===== config.mk =====
export PLATFORM = sky130hd
export DESIGN_NAME = fbpc_div
export DESIGN_NICKNAME = d
export VERILOG_FILES = /design/src/fuzzy_brake_pressure_controller_macros.svh /design/src/fbpc_pkg.sv /design/src/fbpc_div.sv
export SDC_FILE = /design/constraint.sdc
export NUM_CORES = 2
export LEC_CHECK = 0
export BUFFER_PORTS_ARGS = -buffer_cell sky130_fd_sc_hd__clkbuf_2
export CAP_MARGIN = 10
export CORE_MARGIN = 2
export CORE_UTILIZATION = 30
export DETAILED_ROUTE_END_ITERATION = 8
export PLACE_DENSITY_LB_ADDON = 0.2
export SYNTH_ARGS = -nofsm -noshare
export SYNTH_HDL_FRONTEND = slang
export SYNTH_SLANG_ARGS = --single-unit

===== constraint.sdc =====
create_clock -name aclk -period 6.4 [get_ports aclk]
set_input_delay 0.32 -clock aclk [delete_from_list [all_inputs] [get_ports aclk]]
set_output_delay 0.32 -clock aclk [all_outputs]
set_load 0.01 [all_outputs]

===== src/fuzzy_brake_pressure_controller_macros.svh =====
// Assertion macros shared by the fuzzy brake pressure controller RTL.
// No dependencies; included by the files that carry assertions.
`ifndef FUZZY_BRAKE_PRESSURE_CONTROLLER_MACROS_SVH
`define FUZZY_BRAKE_PRESSURE_CONTROLLER_MACROS_SVH

`ifndef SYNTHESIS
`define FBPC_ASSERT(label, clk, rst_n, prop) \
    label: assert property (@(posedge clk) disable iff (!rst_n) prop) \
        else $error("fbpc assertion failed");
`define FBPC_ASSERT_IMPL(label, clk, rst_n, ante, cons) \
    label: assert property (@(posedge clk) disable iff (!rst_n) (ante) |-> (cons)) \
        else $error("fbpc implication failed");
`else
`define FBPC_ASSERT(label, clk, rst_n, prop)
`define FBPC_ASSERT_IMPL(label, clk, rst_n, ante, cons)
`endif

`endif


===== src/fbpc_pkg.sv =====
// Package of the fuzzy brake pressure controller: widths, constants,
// output sample tables and constant-division helpers. No dependencies.
`default_nettype none

package fbpc_pkg;

    localparam int FRAC_BITS     = 8;
    localparam int OUTPUT_POINTS = 101;
    localparam int ONE           = 1 << FRAC_BITS;
    localparam int FULL_SCALE    = 100 * ONE;

    localparam int IN_W   = 15;
    localparam int MU_W   = FRAC_BITS + 1;
    localparam int STR_W  = 14;
    localparam int X_W    = 15;
    localparam int Q_W    = 15;
    localparam int PROD_W = STR_W + X_W;
    localparam int TREE_LVLS = $clog2(OUTPUT_POINTS);
    localparam int NUM_W  = PROD_W + TREE_LVLS;
    localparam int DEN_W  = STR_W + TREE_LVLS;

    // floor(a / d) = (a * ceil(2^SH / d)) >> SH, exact for a < 2^15
    localparam int RECIP_W  = 17;
    localparam int RECIP_SH = 21;
    localparam logic [RECIP_W-1:0] RECIP_20 = RECIP_W'(((1 << RECIP_SH) + 19) / 20);
    localparam logic [RECIP_W-1:0] RECIP_50 = RECIP_W'(((1 << RECIP_SH) + 49) / 50);
    localparam logic [RECIP_W-1:0] RECIP_60 = RECIP_W'(((1 << RECIP_SH) + 59) / 60);

    localparam int STR_GAIN = 30;

    typedef struct packed {
        logic [STR_W-1:0] apply_str;
        logic [STR_W-1:0] release_str;
    } side_t;

    function automatic logic [MU_W-1:0] scale_div(input logic [IN_W-1:0] a,
                                                  input logic [RECIP_W-1:0] m);
        logic [IN_W+RECIP_W-1:0] prod;
        prod = {{RECIP_W{1'b0}}, a} * {{IN_W{1'b0}}, m};
        return MU_W'(prod >> RECIP_SH);
    endfunction

    function automatic logic [X_W-1:0] point_x(input int k);
        longint t;
        t = (longint'(FULL_SCALE) * longint'(k)) / (OUTPUT_POINTS - 1);
        return X_W'(t);
    endfunction

    function automatic logic [STR_W-1:0] point_rise(input int k);
        longint t;
        t = (3 * longint'(point_x(k))) / 10;
        return STR_W'(t);
    endfunction

    function automatic logic [STR_W-1:0] point_fall(input int k);
        longint t;
        longint top;
        top = 300 * longint'(ONE);
        t   = 3 * longint'(point_x(k));
        return (top > t) ? STR_W'((top - t) / 10) : '0;
    endfunction

    function automatic int tree_cnt(input int lv);
        return (OUTPUT_POINTS + (1 << lv) - 1) >> lv;
    endfunction

endpackage

`default_nettype wire


===== src/fbpc_div.sv =====
// Pipelined restoring divider for the centroid, one quotient bit per stage,
// with rounding and zero-area detect. Depends on fbpc_pkg.
`default_nettype none

module fbpc_div import fbpc_pkg::*; (
    input  wire logic             aclk,
    input  wire logic             aresetn,
    input  wire logic             en,
    input  wire logic             in_valid,
    input  wire logic [NUM_W-1:0] in_num,
    input  wire logic [DEN_W-1:0] in_den,
    input  wire side_t            in_side,
    output logic                  out_valid,
    output logic [Q_W-1:0]        out_quo,
    output logic                  out_nonzero,
    output side_t                 out_side
);

    logic [NUM_W:0]   rem_reg  [0:Q_W];
    logic [Q_W-1:0]   quo_reg  [0:Q_W];
    logic [DEN_W-1:0] den_reg  [0:Q_W];
    side_t            side_reg [0:Q_W];
    logic             nz_reg   [0:Q_W];
    logic             vld_reg  [0:Q_W];

    logic [NUM_W:0] shifted_den [1:Q_W];

    always_comb begin
        for (int j = 1; j <= Q_W; j++) begin
            shifted_den[j] = (NUM_W+1)'({den_reg[j-1], {(Q_W){1'b0}}} >> j);
        end
    end

    always_ff @(posedge aclk) begin
        if (!aresetn) begin
            for (int j = 0; j <= Q_W; j++) begin
                vld_reg[j] <= 1'b0;
            end
        end else if (en) begin
            vld_reg[0] <= in_valid;
            for (int j = 1; j <= Q_W; j++) begin
                vld_reg[j] <= vld_reg[j-1];
            end
        end
    end

    always_ff @(posedge aclk) begin
        if (en) begin
            rem_reg[0]  <= (NUM_W+1)'(in_num) + (NUM_W+1)'(in_den >> 1);
            quo_reg[0]  <= '0;
            den_reg[0]  <= in_den;
            side_reg[0] <= in_side;
            nz_reg[0]   <= (in_den != '0);
            for (int j = 1; j <= Q_W; j++) begin
                den_reg[j]  <= den_reg[j-1];
                side_reg[j] <= side_reg[j-1];
                nz_reg[j]   <= nz_reg[j-1];
                if (rem_reg[j-1] >= shifted_den[j]) begin
                    rem_reg[j] <= rem_reg[j-1] - shifted_den[j];
                    quo_reg[j] <= quo_reg[j-1] | (Q_W'(1) << (Q_W - j));
                end else begin
                    rem_reg[j] <= rem_reg[j-1];
                    quo_reg[j] <= quo_reg[j-1];
                end
            end
        end
    end

    assign out_valid   = vld_reg[Q_W];
    assign out_nonzero = nz_reg[Q_W];
    assign out_quo     = nz_reg[Q_W] ? quo_reg[Q_W] : '0;
    assign out_side    = side_reg[Q_W];

endmodule

`default_nettype wire


==> key figures <==
Min path
  – Worst hold path startpoint: in_num[2]
  – Worst min-delay path class: input pin to flop
  – Hold-critical path endpoint: rem_reg[0][2]$_DFFE_PP_
  – Number of cells traversed by the worst hold path: 3

Synthesis
  – Synthesis-stage register bit count: 1470
  – Count of flip-flops with a built-in enable after synthesis: roughly 1500
  – Distinct cell type count of the synthesized netlist: 86
  – Fraction of the yosys area taken by sequential cells: 0.6493
  – Syn. warnings: 0
  – Biggest area consumer among synthesized cells: sky130_fd_sc_hd__edfxtp_1
  – Share of synthesized registers carrying an async set or reset: 0
  – Area share of the leading cell type in the synthesized netlist: 0.6490
  – Top flip-flop cell by instance count after synthesis: sky130_fd_sc_hd__edfxtp_1
  – Post-synthesis area per instance: 13.12 um2
  – Number of nets in the synthesized netlist: 5618
  – Post-synthesis instance area: about 68000 um2
  – Top cells by area, synth: sky130_fd_sc_hd__edfxtp_1 65%, sky130_fd_sc_hd__ha_1 6.2%, sky130_fd_sc_hd__xnor2_1 2.5%
  – Post-Syn Instances: between 5000 and 6000

Finish
  – Final net count: 5919
  – Share of post-route cells with drive strength above 1: 0.08848
  – Final non-filler cell area: 78430 um2
  – Layout-stage area growth over the synthesis result: 15.39%
  – Final core utilization: 0.3484
  – Flip-flop count of the largest register after layout: between 500 and 600

Die
  – I/O pins: 134
  – Area enclosed by the die boundary: 230400 um2
  – Die height: between 400 and 500 um
  – Std-Cell Core Area: 225100 um2
  – Num rows: 174
  – Initial core utilization: 0.3019
  – Horizontal die dimension: ~480 um

CTS
  – Hold buffers post-CTS: 90
  – Clock network latency to the later pin of the worst-skew pair: 0.79 ns
  – Number of clock sinks: between 1000 and 1500
  – Clock tree from TritonCTS: yes
  – Clock-pin slew reported for the worst setup and hold paths after clock tree synthesis: about 0.06 ns
  – Post CTS Setup Buffer Count: 0
  – Number of H-tree levels: 4
  – Number of buffers inserted during clock tree synthesis: 169
  – Clock tree root driver cell: sky130_fd_sc_hd__clkbuf_16
  – CTS-repair resized insts: 0
  – Maximum clock path buffer count: 3

Detailed routing
  – Detailed-router iteration count before antenna repair: 7
  – Aggregate routed wire length: 138.6 mm
  – Antenna Nets Post-Route: 0
  – Total via count after detailed routing: 39657
  – Remaining design rule violation count: 0
  – DRC marker count from the first detailed-route iteration: 2190
  – Wire per inst: around 16 um
  – Avg Vias per Cell: 4.605

Placed design
  – Post-placement cell area: 72230 um2
  – Last weighted congestion value of the routability-driven placer: 0.8658
  – Port-buffer cells: 133
  – DP Wirelength: 99.47 mm

Worst setup path
  – Reg2reg setup slack: 2.07 ns
  – Startpoint class of the critical path: flop
  – CP required: between 6 and 7 ns
  – Origin of the critical flop-to-flop path: rem_reg[1][186]$_DFFE_PP_
  – Category of the worst setup path capture point: flop
  – Crit path DAT: 4.88 ns
  – Reg-to-reg critical path endpoint: rem_reg[1][224]$_DFFE_PP_
  – Worst-path fanout max: 35
  – Crit path kind: flop to flop
  – FF-to-FF path depth: 11

Power and ir drop
  – Switching pwr: 9802 uW
  – Seq pwr share: 0.434
  – IR Drop Worst-Case VDD: 245.7 uV
  – Relative contribution of combinational cells to total power: 0.276
  – Fraction of power spent switching nets: 0.3112
  – Clk pwr share: 0.290
  – Int Pwr: roughly 22000 uW
  – Standby leakage power: just under 0.03 uW
  – Total power: 31500 uW
  – PwrDens: about 400 nW/um2

GRT
  – First-pass GRT wire length: ~220 mm
  – Total global routing track utilization: 0.1194
  – Number of antenna violations at the first check in global routing: 1
  – Overflow left after global routing: 0
  – Vias in the first global route: 41170
  – Largest net degree at the start of global routing: between 150 and 200

Timing
  – Slew @ Worst Pin: about 1.4 ns
  – Clk_skew: 0.02852 ns
  – Setup-failing EPs final: 0
  – Relative max-transition margin: 0.02839
  – Final number of hold-violating endpoints: 0
  – Worst Hold Slack: between 0.09 and 0.1 ns
  – Post-route minimum period: 4.333 ns
  – Crit share post-route: 0.6771
  – Maximum operating frequency: 0.2308 GHz
  – Setup Total Neg Slack: 0 ns
  – Setup repair after global routing missed its margin: false
  – Number of max-slew violations in the final report: 0

Flow run
  – Max-cap violation count: 0

Run status
  – Status: finished, final reports clean
worst max-delay path, cell delays in order (launching register included):
cell,delay [ns]
sky130_fd_sc_hd__edfxtp_1,0.39
sky130_fd_sc_hd__inv_1,0.07
sky130_fd_sc_hd__ha_1,0.16
sky130_fd_sc_hd__inv_1,0.05
sky130_fd_sc_hd__fa_1,0.42
sky130_fd_sc_hd__a211oi_1,0.35
sky130_fd_sc_hd__o21ai_0,0.22
sky130_fd_sc_hd__a221oi_1,0.64
sky130_fd_sc_hd__o221ai_1,0.45
sky130_fd_sc_hd__a311oi_4,0.54
sky130_fd_sc_hd__buf_4,0.39
sky130_fd_sc_hd__mux2_2,0.37
cells in the mapped netlist (13+ instances only):
cell	count
sky130_fd_sc_hd__a211oi_1	36
sky130_fd_sc_hd__a21o_1	149
sky130_fd_sc_hd__a21oi_1	309
sky130_fd_sc_hd__a31oi_1	30
sky130_fd_sc_hd__and2_1	34
sky130_fd_sc_hd__and3_1	42
sky130_fd_sc_hd__buf_4	28
sky130_fd_sc_hd__clkbuf_1	93
sky130_fd_sc_hd__edfxtp_1	1469
sky130_fd_sc_hd__fa_1	15
sky130_fd_sc_hd__ha_1	335
sky130_fd_sc_hd__inv_1	398
sky130_fd_sc_hd__mux2_2	46
sky130_fd_sc_hd__nand2_1	355
sky130_fd_sc_hd__nand2b_1	65
sky130_fd_sc_hd__nand3_1	89
sky130_fd_sc_hd__nand4_1	52
sky130_fd_sc_hd__nand4b_1	17
sky130_fd_sc_hd__nor2_1	288
sky130_fd_sc_hd__nor2b_1	61
sky130_fd_sc_hd__nor3_1	99
sky130_fd_sc_hd__nor3b_1	17
sky130_fd_sc_hd__nor4_1	67
sky130_fd_sc_hd__nor4b_1	18
sky130_fd_sc_hd__o211ai_1	13
sky130_fd_sc_hd__o21a_1	47
sky130_fd_sc_hd__o21ai_0	319
sky130_fd_sc_hd__o21bai_1	35
sky130_fd_sc_hd__o31a_1	14
sky130_fd_sc_hd__o31ai_1	33
sky130_fd_sc_hd__or2_2	13
sky130_fd_sc_hd__or3_1	28
sky130_fd_sc_hd__or4_1	15
sky130_fd_sc_hd__xnor2_1	197
sky130_fd_sc_hd__xor2_1	174
area by class of cell:
cell class,instances,area (um2)
Antenna cell,3,7.507
Sequential cell,1470,44130
Inverter,399,1498
Clock buffer,219,4448
Tap cell,2992,3744
Clock inverter,89,838.3
Fill cell,21775,146700
Multi-Input combinational cell,3178,21810
Timing Repair Buffer,262,1949
kinds of logic (layout without fill, tap and decap cells):
| group | after synthesis | after routing | synth area share |
|---|---|---|---|
| AOI/OAI and AO/OA | 1107 | 1107 | 0.1016 |
| muxes | 55 | 55 | 0.008947 |
| xor gates and xnor gates | 371 | 371 | 0.04781 |
| other | 0 | 3 | 0 |
| buffers and inverters | 531 | 969 | 0.03093 |
| adders and majority gates | 350 | 350 | 0.06609 |
| and+or+nand+nor | 1295 | 1295 | 0.09534 |
| DFF | 1470 | 1470 | 0.6493 |
how the worst max path moves through the flow:
stage,end,startpoint,cells after the start
floorplan,rem_reg[1][243]$_DFFE_PP_,rem_reg[1][186]$_DFFE_PP_,12
CTS,rem_reg[1][224]$_DFFE_PP_,rem_reg[1][186]$_DFFE_PP_,11
finish,rem_reg[1][224]$_DFFE_PP_,rem_reg[1][186]$_DFFE_PP_,11
detailed placement,rem_reg[1][224]$_DFFE_PP_,rem_reg[1][186]$_DFFE_PP_,11
global placement,rem_reg[1][224]$_DFFE_PP_,rem_reg[1][186]$_DFFE_PP_,11
global route,rem_reg[1][224]$_DFFE_PP_,rem_reg[1][186]$_DFFE_PP_,11
per-stage QoR:
step | instances | setup slack, ns
floorplan | 5179 | 2.772
global placement | 8211 | 2.156
detailed placement | 8211 | 2.083
CTS | 8609 | 2.054
global route | 8611 | 1.688
finish | 8612 | 2.067
routing by layer:
layer	track usage	wire, um
met5	0	0
met4	0.06484	7408
met3	0.02073	4224
met2	0.2187	71060
met1	0.1303	55860
power by group through the flow:
stage / registers [uW] / clock network, uW / logic (uW)
floorplan: 13500 / 0 / 6610
global placement: 13900 / 0 / 8530
detailed placement: 13900 / 0 / 8630
CTS: 13700 / 9550 / 8710
global route: 13800 / 9910 / 9790
finish: 13700 / 9140 / 8700
layout by cell type (no fill, tap or decap), drive strengths merged, types with 29 or more instances in the layout:
cell | synthesis | layout
a21oi | 309 | 309
nor3 | 99 | 99
or3 | 29 | 29
a211oi | 36 | 36
nor2 | 288 | 288
xor2 | 174 | 174
ha | 335 | 335
clkinv | 1 | 72
o21a | 47 | 47
nand4 | 52 | 52
and2 | 34 | 34
a21o | 149 | 149
o21bai | 35 | 35
nor4 | 67 | 67
mux2 | 46 | 46
o31ai | 33 | 33
nand3 | 89 | 89
clkbuf | 93 | 351
nor2b | 61 | 61
a31oi | 30 | 30
and3 | 42 | 42
edfxtp | 1469 | 1469
xnor2 | 197 | 197
buf | 39 | 40
dlygate4sd3 | 0 | 90
o21ai | 320 | 320
inv | 398 | 406
nand2 | 355 | 355
nand2b | 65 | 65
Power figures use the tool's default switching activity.
